==> config.mk <==
export PLATFORM = sky130hd
export DESIGN_NAME = debounced_fault_input_monitor_top
export DESIGN_NICKNAME = d
export VERILOG_FILES = /design/src/rtl/dfim_pkg.sv /design/src/rtl/dfim_chan_unit.sv /design/src/rtl/debounced_fault_input_monitor_top.sv
export SDC_FILE = /design/constraint.sdc
export NUM_CORES = 1
export LEC_CHECK = 0
export BUFFER_PORTS_ARGS = -buffer_cell sky130_fd_sc_hd__buf_2
export CAP_MARGIN = 15
export CORE_ASPECT_RATIO = 0.8
export CORE_UTILIZATION = 30
export CTS_CLUSTER_DIAMETER = 100
export DETAILED_ROUTE_END_ITERATION = 10
export PLACE_DENSITY_LB_ADDON = 0.12
export SLEW_MARGIN = 10
export SYNTH_ARGS = -nofsm -noshare
export SYNTH_HDL_FRONTEND = slang
export SYNTH_SLANG_ARGS = --single-unit
export TNS_END_PERCENT = 50
==> constraint.sdc <==
create_clock -name clk -period 4.55 [get_ports clk]
set_clock_uncertainty 0.1 [all_clocks]
set_input_delay 0.91 -clock clk [delete_from_list [all_inputs] [get_ports clk]]
set_output_delay 0.91 -clock clk [all_outputs]
set_load 0.01 [all_outputs]
==> src/rtl/dfim_pkg.sv <==
// Shared types, constants and helpers for the debounced fault input monitor.
// No dependencies; imported by dfim_chan_unit and the top level.
package dfim_pkg;

	localparam int CHANNELS = 5;
	localparam int CH_W = $clog2(CHANNELS);
	localparam int RUN_W = 4;
	localparam int FIRST_W = 3;
	localparam int TDATA_IN_W = 8;
	localparam int TDATA_OUT_W = 8;
	localparam logic [RUN_W-1:0] DEBOUNCE_RESET = 4'd3;

	typedef logic [RUN_W-1:0] run_t;

	// Result of one channel update from the shared counter unit
	typedef struct packed {
		run_t low_run;
		run_t high_run;
		logic low_hit;
		logic high_hit;
	} chan_upd_t;

	// Highest channel index set in the mask, 0 when empty
	function automatic logic [FIRST_W-1:0] highest_set(input logic [CHANNELS-1:0] m);
		logic [FIRST_W-1:0] r;
		r = '0;
		for (int i = 0; i < CHANNELS; i++) begin
			if (m[i]) begin
				r = FIRST_W'(i);
			end
		end
		return r;
	endfunction

endpackage

==> src/rtl/dfim_chan_unit.sv <==
// Shared run-counter unit: advances one channel's low/high run per cycle while the walk is not held.
// Depends on dfim_pkg for run_t and chan_upd_t.
module dfim_chan_unit import dfim_pkg::*; (
	input  logic      level,
	input  run_t      low_run,
	input  run_t      high_run,
	input  run_t      debounce,
	output chan_upd_t upd
);

	run_t lo_inc;
	run_t hi_inc;
	logic lo_hit;
	logic hi_hit;

	// Advance both candidates; only the one matching the level is kept
	assign lo_inc = low_run + run_t'(1);
	assign hi_inc = high_run + run_t'(1);
	assign lo_hit = (lo_inc >= debounce);
	assign hi_hit = (hi_inc >= debounce);

	// Clear the opposite run, restart the counter on a threshold hit
	always_comb begin
		if (!level) begin
			upd.high_run = '0;
			upd.low_run  = lo_hit ? '0 : lo_inc;
			upd.low_hit  = lo_hit;
			upd.high_hit = 1'b0;
		end else begin
			upd.low_run  = '0;
			upd.high_run = hi_hit ? '0 : hi_inc;
			upd.low_hit  = 1'b0;
			upd.high_hit = hi_hit;
		end
	end

endmodule

==> src/rtl/debounced_fault_input_monitor_top.sv <==
// Debounced fault input monitor: each request on the slave stream carries one
// sampled level per channel (5 channels, 0 = fault level). The block walks the
// channels one per cycle through a single shared run-counter unit, holding on
// the last channel while the output is stalled. The result is registered on
// the master stream as the walk steps off the last channel. s_tready stays low
// during the walk and is high again in the same cycle that the result appears.
// A request is accepted while idle, then each channel is walked in turn. A
// result holds the latched fault mask and the first-fault index. If the
// previous result is still unclaimed when the walk reaches the last channel,
// the walk waits there until it is taken. The user must write debounce_count
// through cfg_we/cfg_wdata only while the block is idle; it is not enforced.
module debounced_fault_input_monitor_top import dfim_pkg::*; (
	input  logic                   clk,
	input  logic                   arst_n,
	input  logic                   cfg_we,
	input  logic [RUN_W-1:0]       cfg_wdata,     // debounce_count
	input  logic                   s_tvalid,
	output logic                   s_tready,
	input  logic [TDATA_IN_W-1:0]  s_tdata,       // [4:0] pin_levels, [7:5] zero
	output logic                   m_tvalid,
	input  logic                   m_tready,
	output logic [TDATA_OUT_W-1:0] m_tdata        // [4:0] fault_mask, [7:5] first_fault
);

	localparam logic ST_IDLE = 1'b0;
	localparam logic ST_WALK = 1'b1;
	localparam logic [CH_W-1:0] CH_LAST = CH_W'(CHANNELS - 1);

	logic                   state_q;
	logic [CH_W-1:0]        ch_q;
	logic [CHANNELS-1:0]    levels_q;
	run_t                   debounce_q;
	run_t                   low_run_q [CHANNELS];
	run_t                   high_run_q [CHANNELS];
	logic [CHANNELS-1:0]    mask_q;
	logic [FIRST_W-1:0]     first_q;
	logic                   m_tvalid_q;
	logic [TDATA_OUT_W-1:0] m_tdata_q;

	chan_upd_t              upd;
	logic                   out_free;
	logic                   step_en;
	logic                   last_ch;
	logic [CHANNELS-1:0]    mask_nx;
	logic [FIRST_W-1:0]     first_nx;

	assign s_tready = (state_q == ST_IDLE);
	assign m_tvalid = m_tvalid_q;
	assign m_tdata  = m_tdata_q;

	// Shared counter unit, fed by the channel under the walk pointer
	dfim_chan_unit u_unit (
		.level    (levels_q[ch_q]),
		.low_run  (low_run_q[ch_q]),
		.high_run (high_run_q[ch_q]),
		.debounce (debounce_q),
		.upd      (upd)
	);

	// Hold the last channel until the output register can take the result
	assign out_free = !m_tvalid_q || m_tready;
	assign last_ch  = (ch_q == CH_LAST);
	assign step_en  = (state_q == ST_WALK) && (!last_ch || out_free);

	// Latch or release the current channel and track the first fault
	always_comb begin
		mask_nx  = mask_q;
		first_nx = first_q;
		if (upd.low_hit && !mask_q[ch_q]) begin
			mask_nx[ch_q] = 1'b1;
			if (first_q == '0) begin
				first_nx = FIRST_W'(ch_q);
			end
		end
		if (upd.high_hit && mask_q[ch_q]) begin
			mask_nx[ch_q] = 1'b0;
			first_nx      = highest_set(mask_nx);
		end
	end

	// Sequencer, channel state and result valid
	always_ff @(posedge clk or negedge arst_n) begin
		if (!arst_n) begin
			state_q    <= ST_IDLE;
			ch_q       <= '0;
			debounce_q <= DEBOUNCE_RESET;
			mask_q     <= '0;
			first_q    <= '0;
			m_tvalid_q <= 1'b0;
			for (int i = 0; i < CHANNELS; i++) begin
				low_run_q[i]  <= '0;
				high_run_q[i] <= '0;
			end
		end else begin
			if (cfg_we) begin
				debounce_q <= cfg_wdata;
			end
			if (m_tvalid_q && m_tready) begin
				m_tvalid_q <= 1'b0;
			end
			case (state_q)
				ST_IDLE: begin
					if (s_tvalid) begin
						state_q <= ST_WALK;
						ch_q    <= '0;
					end
				end
				ST_WALK: begin
					if (step_en) begin
						low_run_q[ch_q]  <= upd.low_run;
						high_run_q[ch_q] <= upd.high_run;
						mask_q           <= mask_nx;
						first_q          <= first_nx;
						if (last_ch) begin
							state_q    <= ST_IDLE;
							m_tvalid_q <= 1'b1;
						end else begin
							ch_q <= ch_q + CH_W'(1);
						end
					end
				end
				default: begin
					state_q <= ST_IDLE;
				end
			endcase
		end
	end

	// Capture the request levels and the result payload
	always_ff @(posedge clk) begin
		if (s_tvalid && s_tready) begin
			levels_q <= s_tdata[CHANNELS-1:0];
		end
		if (step_en && last_ch) begin
			m_tdata_q <= {first_nx, mask_nx};
		end
	end

endmodule

=== Word-level counts from Yosys, hierarchy flattened ===
Index checks and enable logic that the tools add are counted.

* Input port bits: 17
* Word-level logic and storage cells: 92
* Flip-flop bits (word level): 70

* Magnitude comparators: 6
* Equality and inequality tests: 4
* Add/subtract/negate cells: 3
* Reductions and logical operators: 16
* Muxes and demuxes: 40
* Bitwise gates (word level): 5

{| class="wikitable"
|+ Operators by type and width
! kind !! count
|-
| bitwise mux 20 bit || 2
|-
| two-way mux 4 bit || 7
|-
| two-way mux 3 bit || 9
|-
| binary-select mux 4 bit (select 3 bit) || 2
|-
| demux 4 bit (select 3 bit) || 1
|-
| two-way mux 1 bit || 11
|-
| two-way mux 10 bit || 1
|-
| two-way mux 5 bit || 2
|-
| adder 4 x 1 -> 4 bit (second input constant) || 2
|-
| >= comparator 4 bit || 2
|-
| logical AND 1 bit || 8
|-
| binary-select mux 1 bit (select 3 bit) || 2
|-
| case mux 3 bit (2 select lines) || 1
|-
| AND 5 bit || 1
|-
| inverter 5 bit || 1
|-
| OR 5 bit || 1
|-
| >= comparator 4 bit (second input constant) || 1
|-
| less-than comparator 3 x 4 -> 1 bit (second input constant) || 1
|-
| less-than comparator 4 x 1 -> 1 bit (second input constant) || 1
|-
| inequality test 2 bit (second input constant) || 2
|-
| inverter 3 -> 4 bit || 1
|-
| adder 3 x 1 -> 3 bit (second input constant) || 1
|-
| demux 1 bit (select 3 bit) || 1
|-
| equality test 3 bit (second input constant) || 1
|-
| 9 further kinds || 12
|}

=== Depth between registers and ports, before layout ===
Gate-level depths: netlist (run 1).

* Depth in word-level cells: 16
* Gate-level depth with buffers: 16
* Depth with buffers taken out: 13

=== Cells and area by module ===
Synthesis (run 1) repeated with hierarchy kept, for this count alone.

* Cell total of the unflattened synthesis: 309
* Area total of the unflattened synthesis: 3674.8 µm²

{| class="wikitable"
|+ By module, submodules not included
! module !! cells an instance !! area an instance (µm²) !! seq. area each (µm²) !! times used
|-
| debounced_fault_input_monitor_top || 270 || 3347.0 || 1819.2 || 1
|-
| dfim_chan_unit || 39 || 327.8 || 0.0 || 1
|}

=== Least setup slack after synthesis (run 1) ===
Ideal clock, no wire load.

* Path type: register to register
* From: register ch_q[0]
* To: register m_tdata_q[3] (netlist: m_tdata[3]), data pin
* Cell stages (with the launch flop): 16
* Setup time: 0.267 ns
* Buffers on the path: 4
* Data required time: 4.183 ns
* Period minus slack after synthesis: 3.195 ns
* Data arrival time: 2.828 ns
* Path slack: 1.355 ns
* Cell sequence: dfrtp_1 -> buf_6 -> buf_6 -> mux2_2 -> a221oi_2 -> inv_1 -> ha_1 -> xor2_1 -> inv_1 -> ha_1 -> nand2_1 -> o21ai_0 -> and3_4 -> buf_6 -> buf_2 -> a21oi_1

* Word-level cells in the longest chain between the ends: 11
* Elaborated cells on any way between the ends: 29
* Those cells by class: add/sub: 2; order compare: 4; mux: 15; bitwise: 4; reduce/logical: 4

{| class="wikitable"
|+ Ends and longest elaborated chain
! element !! line !! source
|-
| start, declared || debounced_fault_input_monitor_top.sv:30 || <nowiki>logic [CH_W-1:0] ch_q;</nowiki>
|-
| start signal, assigned || debounced_fault_input_monitor_top.sv:118 || <nowiki>ch_q <= ch_q + CH_W'(1);</nowiki>
|-
| inverter 3 -> 4 bit (implied by the code) || debounced_fault_input_monitor_top.sv:54, debounced_fault_input_monitor_top.sv:55 ||
|-
| binary-select mux 4 bit (select 3 bit) || debounced_fault_input_monitor_top.sv:54 || <nowiki>.low_run (low_run_q[ch_q]),</nowiki>
|-
| two-way mux 4 bit (implied by the code) (2 in a row) || debounced_fault_input_monitor_top.sv:54 ||
|-
| adder 4 x 1 -> 4 bit || dfim_chan_unit.sv:17 || <nowiki>assign lo_inc = low_run + run_t'(1);</nowiki>
|-
| >= comparator 4 bit || dfim_chan_unit.sv:19 || <nowiki>assign lo_hit = (lo_inc >= debounce);</nowiki>
|-
| two-way mux 10 bit || dfim_chan_unit.sv:24 || <nowiki>if (!level) begin</nowiki>
|-
| logical AND 1 bit || debounced_fault_input_monitor_top.sv:69 || <nowiki>if (upd.low_hit && !mask_q[ch_q]) begin</nowiki>
|-
| two-way mux 5 bit || debounced_fault_input_monitor_top.sv:69 ||
|-
| AND 5 bit (no source line) || - ||
|-
| two-way mux 5 bit (*) || debounced_fault_input_monitor_top.sv:75 || <nowiki>if (upd.high_hit && mask_q[ch_q]) begin</nowiki>
|-
| via mask_nx[3] || debounced_fault_input_monitor_top.sv:44 || <nowiki>logic [CHANNELS-1:0] mask_nx;</nowiki>
|-
| end signal, assigned || debounced_fault_input_monitor_top.sv:135 || <nowiki>m_tdata_q <= {first_nx, mask_nx};</nowiki>
|-
| end, declared || debounced_fault_input_monitor_top.sv:38 || <nowiki>logic [TDATA_OUT_W-1:0] m_tdata_q;</nowiki>
|}

The timed path passes the listed nets; every way through them passes the cells marked *. The select of a mux whose other input is x is not followed.
A chain may end at the register's enable or synchronous reset.

=== Worst setup path in the final report (run 1) ===
* From: register ch_q[2]
* To: register m_tdata_q[0] (netlist: m_tdata[0]), data pin

The elaborated chain is that of the path after synthesis.

==> flow_summary.ini, run 1 <==
[placement]
portBuffers = 23
place_hpwl_mm = 6.40
routabilityCongestion = 0.766

[timing]
timing.final.crit_share_pct = 86.0
maxSlewHeadroom_pct = 40.6
final_max_slew_viol_count = 0
final-hold-violation-count = 0
finalSetupTns_ps = 0
setup_viol = 0
hold_slack_ps = 374
max_freq_mhz = 256
rsz0062_at_grt = no
tightest_slew_ps = 889
period_needed_ps = 3910

[yosys]
syn_inst = 374
syn_avg_cell_area_um2 = 10.0
synthMuxAreaShare_pct = 4.13
synth_edf_count = 13
synth_top_family_by_area = compound AO/OA/AOI/OAI gates
yosys_warnings = 0
ys_seq_area_share_pct = 48.4
syn_nets = 403
synth_compound_gate_area_share_pct = 20.3
synth_fa_ha_area_share_pct = 4.00
yosys_most_used_dff = dfrtp_1
ys_ff_latch = 70
synthSimpleGateAreaFrac_pct = 16.2
netlist-cell-type-count = 60
synth_area_mm2 = 0.00376
synth_xor_area_share_pct = 1.13
ys_async_sr_fraction_pct = 81.4

[worst_hold_path]
hold_depth = 2
worst_hold_path.endpoint = high_run_q[5]
hold_start = high_run_q[5]
hold_path_class = register to register

[power]
netSwitchingPower_uw = 1440
peakVddDrop_uv = 251
power.leakage_uw = 0.00188
seqPwrFrac_pct = 31.0
internal-power_uw = 1930
switching_share_pct = 42.7
power_density_mw_per_mm2 = 775
p_comb_share_pct = 47.1
clockPowerShare_pct = 21.9

[final_layout]
insertedDiodeCount = 0
syn2layout_area_growth_pct = 15.5
drive_above_1_share_pct = 18.4
layout.nets = 427

[setup_path]
worst_path_largest_cell_delay_ps = 560
worstPathCellList = buf_4, nor2b_4, a22oi_1, o22a_1, nor3b_2, xor2_2, inv_1, ha_1, nand2_1, o21a_1, nor3_4, buf_4, a21oi_1, a21oi_1
rr_worst_depth = 14
critPathTopFamily = simple AND/OR/NAND/NOR gates
reg2reg_from = ch_q[2]
crit_required_ps = 4630
critPathBufInv = 3
crit_path_end_kind = register
ff2ff_setup_slack_ps = 640
crit-reg2reg-capture = m_tdata[0]
cp_max_fo = 11
arrival_ps = 3990
slowest_stage = dfrtp_1
cp-start-kind = register
critPathKind = register to register

[detailed_routing]
postRouteAntennaNets = 0
drc_errors = 0
drtIter0Drc = 170
routedWlPerCell_um = 16.1
viasPerCell = 4.91
vias = 2821
wirelength_mm = 9.25
firstDrtPassIters = 4

[die]
die_x_um = 127
rows = 36
core_mm2 = 0.0122
ioPinCount = 27
fp.dieH_um = 102
initial_utilization_pct = 30.8
die-area_mm2 = 0.0130

[grt]
grt_pass1_wl_mm = 15.4
antenna_found_initial = 0
grt_max_degree = 38
track_usage_pct = 15.9
gr-total-overflow = 0
grt_pass1_vias = 2787

[clock_network]
post_cts_buffers = 0
ctsResizeCount = 0
clk_pin_slew_ps = 60
clock_latency_ps = 330
hold_buffers = 0
cts_sinks = 70
cts_tree = done
cts_buffers = 9
ctsHtreeMaxLevel = 3
clockBufferDepth = 2
cts_root_buf = clkbuf_16

[outcome]
status = completed

[flow_run]
max_cap_viol_count = 0
logic make-up after synthesis:
kind of cell    Yosys count
buf+inv                  38
simple gates            123
mux                      14
compound gates          113
flops                    70
xor+xnor                  4
fa+ha+maj                12
through the flow:
step,util (%),worst slack (ps),total power (µW),std cells,cell area [µm²]
after floorplan,-,1350,2190,374,3760
after global placement,33.0,684,2610,558,4030
after detailed placement,33.0,678,2630,558,4030
after CTS,35.6,646,3390,574,4340
after global routing,35.6,398,3640,574,4340
final,35.6,639,3360,574,4340
layout by cell type, fill, tap and decap left out, types with 8 or more instances in the layout:
cell,netlist,routed
nand3b_1,8,8
buf_4,6,12
edfxtp_1,13,13
clkbuf_16,0,9
dfrtp_1,55,55
o21ai_0,42,42
o31ai_1,10,10
nor2_1,16,16
nand2_1,62,62
buf_2,7,23
inv_1,14,14
ha_1,12,12
a21oi_1,29,29
registers in the layout, indices dropped and copies added, names as in the netlist:
register	count
high_run_q	20
ch_q	3
first_q	3
state_q	1
debounce_q	4
m_tvalid	1
mask_q	5
levels_q	5
m_tdata	8
low_run_q	20
how the worst max path moves through the flow:
stage | startpoint | to | slack, ps | cells after the start
2_1_floorplan | ch_q[0] | m_tdata[3] | 1350 | 15
3_3_place_gp | ch_q[2] | m_tdata[0] | 680 | 14
3_5_place_dp | ch_q[2] | m_tdata[0] | 680 | 14
4_1_cts | ch_q[2] | m_tdata[0] | 650 | 14
5_1_grt | ch_q[2] | m_tdata[1] | 400 | 13
6_report | ch_q[2] | m_tdata[0] | 640 | 14
worst min-delay path, stage by stage (launching register included):
cell     delay, ps
dfrtp_1        330
nand2_1         50
o21ai_0         60
Yosys cell counts (2+ instances only):
cell type,n,area (µm²)
buf_4,6,45.0
nand2_1,62,233
a311oi_2,2,30.0
buf_6,6,67.6
buf_2,7,35.0
a221oi_2,2,30.0
nand3_1,7,35.0
nor2_1,16,60.1
o31ai_1,10,75.1
ha_1,12,150
o21ai_0,42,210
nor3_1,7,35.0
dfrtp_1,55,1380
nor2b_1,5,31.3
nand2b_1,7,43.8
a31oi_1,2,12.5
inv_1,14,52.6
mux2i_1,7,70.1
o22a_1,3,26.3
a21oi_1,29,145
edfxtp_1,13,390
clkbuf_1,4,15.0
nand3b_1,8,60.1
xor2_1,2,17.5
a311oi_1,2,17.5
dfstp_2,2,52.6
o21a_1,2,15.0
a22oi_1,5,37.5
mux2_2,4,45.0
power groups by stage:
stage | sequential, µW | clock, µW | combinational, µW
floorplan | 985 | 0 | 1210
global placement | 1050 | 0 | 1570
detailed placement | 1050 | 0 | 1580
CTS | 1040 | 762 | 1590
global route | 1070 | 787 | 1780
finish | 1040 | 736 | 1590
layer usage:
layer / wire length [µm] / GRT usage (%)
met1: 4830 / 22.9
met2: 3870 / 24.0
met3: 456 / 3.82
met4: 89 / 3.85
met5: 0 / 0
area by class of cell:
cell class / instances / area, µm²
fill: 1276 / 7870
timing repair buffer: 36 / 225
tap: 171 / 214
multi-input combinational: 266 / 1720
clock buffer: 11 / 233
clock inverter: 5 / 73.8
sequential: 70 / 1820
inverter: 15 / 56.3
Note: power is estimated with default switching activity, not from simulation.
==> run 2, diff against run 1 <==
- CORE_UTILIZATION: 30 -> 60
- clock period: 4.55 -> 4.29 ns (I/O delays scaled with it)
==> run 2 against run 1 <==
Critical path depth unchanged; combinational power up 3%; final area down 5.6%; utilization up 33 points; hold slack better by 11 ps; maximum frequency up 1.9%; die area down 49%; register-to-register slack worse by 190 ps; critical endpoint is now m_tdata[1]; largest power group unchanged.
==> flow_summary.ini, run 2 (synthesis gave the netlist of run 1 again) <==
[outcome]
status = completed

[die]
initial_utilization_pct = 62.9
core_mm2 = 0.00597
die-area_mm2 = 0.00658
fp.dieH_um = 72.8
rows = 25
die_x_um = 90.5
ioPinCount = 27

[clock_network]
clock_latency_ps = 340
cts_sinks = 70
hold_buffers = 0
ctsResizeCount = 0
cts_root_buf = clkbuf_8
ctsHtreeMaxLevel = 3
cts_tree = done
clockBufferDepth = 2
clk_pin_slew_ps = 70
post_cts_buffers = 0
cts_buffers = 9

[timing]
final-hold-violation-count = 0
tightest_slew_ps = 813
period_needed_ps = 3840
rsz0062_at_grt = no
finalSetupTns_ps = 0
setup_viol = 0
final_max_slew_viol_count = 0
timing.final.crit_share_pct = 89.5
maxSlewHeadroom_pct = 45.7
max_freq_mhz = 261

[detailed_routing]
drc_errors = 0
routedWlPerCell_um = 16.9
firstDrtPassIters = 4
vias = 2940
wirelength_mm = 8.21
viasPerCell = 6.06
drtIter0Drc = 214
postRouteAntennaNets = 0

[setup_path]
critPathKind = register to register
critPathTopFamily = simple AND/OR/NAND/NOR gates
worst_path_largest_cell_delay_ps = 540
cp-start-kind = register
arrival_ps = 3920
worstPathCellList = buf_4, nor2b_1, a22oi_1, o22a_1, nor3b_2, xor2_2, inv_1, ha_1, nand2_1, o21a_1, nor3_4, buf_4, a21oi_1, a21oi_1
slowest_stage = dfrtp_1
crit_required_ps = 4370
cp_max_fo = 15
crit_path_end_kind = register
critPathBufInv = 3

[power]
internal-power_uw = 1790
power.leakage_uw = 0.00182
netSwitchingPower_uw = 1450
total_power_uw = 3230
power_density_mw_per_mm2 = 789
clockPowerShare_pct = 15.5
seqPwrFrac_pct = 34.2
p_comb_share_pct = 50.3
switching_share_pct = 44.7
peakVddDrop_uv = 362

[grt]
track_usage_pct = 27.7
grt_max_degree = 34
gr-total-overflow = 0
grt_pass1_vias = 2811
antenna_found_initial = 0
grt_pass1_wl_mm = 14.1

[final_layout]
drive_above_1_share_pct = 18.3
layout_commonest_cell = nand2_1
insertedDiodeCount = 0
syn2layout_area_growth_pct = 9.09
layout.nets = 428
final_cell_mix = nand2_1, dfrtp_1, o21ai_0

[placement]
portBuffers = 23
routabilityCongestion = 0.886
place_hpwl_mm = 5.82

[flow_run]
max_cap_viol_count = 0

[worst_hold_path]
hold_path_class = register to register
run 2: cell count changes in the layout (fill, tap and decap cells not counted), sizes merged:
| cell | change |
|---|---|
| clkbuf | +1 |
| bufinv | -1 |
| buf | +1 |
run 2: cell type report:
type	instances	area (µm²)
Clock buffer	12	135
Clock inverter	4	47.5
Fill cell	470	1880
Inverter	15	56.3
Multi-Input combinational cell	266	1720
Sequential cell	70	1820
Tap cell	81	101
Timing Repair Buffer	37	220
run 2: final timing paths:
kind	startpoint	depth (start not counted)	slack, ps	end
worst max-delay path	ch_q[0]	14	450	m_tdata[1]
worst min-delay path	low_run_q[10]	2	390	low_run_q[10]
worst max register to register	ch_q[0]	14	450	m_tdata[1]
worst min register to register	low_run_q[10]	2	390	low_run_q[10]
max in group asynchronous	arst_n	2	2800	low_run_q[10]
min in group asynchronous	arst_n	1	470	low_run_q[4]
run 2: metal layers:
metal | routed length [µm] | vias to the layer above | global-route usage, %
met5 | 0 | - | 0
met4 | 67 | 0 | 6.81
met3 | 470 | 7 | 6.04
met2 | 3790 | 98 | 44.6
met1 | 3880 | 1451 | 38.6
li1 | - | 1384 | -
run 2: metrics by stage:
| step | instances | instance area, µm² | utilization [%] | hold slack (ps) | setup WS, ps |
|---|---|---|---|---|---|
| global route | 485 | 4100 | 68.6 | 401 | 271 |
| global placement | 469 | 3920 | 65.5 | 359 | 584 |
| detailed placement | 469 | 3920 | 65.5 | 372 | 522 |
| CTS | 485 | 4100 | 68.6 | 387 | 524 |
| finish | 485 | 4100 | 68.6 | 385 | 452 |
| floorplan | 374 | 3760 | - | 342 | 1090 |
run 2: power groups by stage:
stage / registers [µW] / logic (µW) / clock network (µW)
floorplan: 1050 / 1280 / 0
global placement: 1100 / 1550 / 0
detailed placement: 1110 / 1600 / 0
finish: 1110 / 1630 / 501
global route: 1130 / 1810 / 536
CTS: 1100 / 1610 / 508
run 2: worst reg2reg max path, stage by stage (launching register included):
cell,delay (ps)
dfrtp_1,540
buf_4,290
nor2b_1,320
a22oi_1,110
o22a_1,270
nor3b_2,240
xor2_2,280
inv_1,70
ha_1,300
nand2_1,70
o21a_1,260
nor3_4,350
buf_4,240
a21oi_1,80
a21oi_1,170
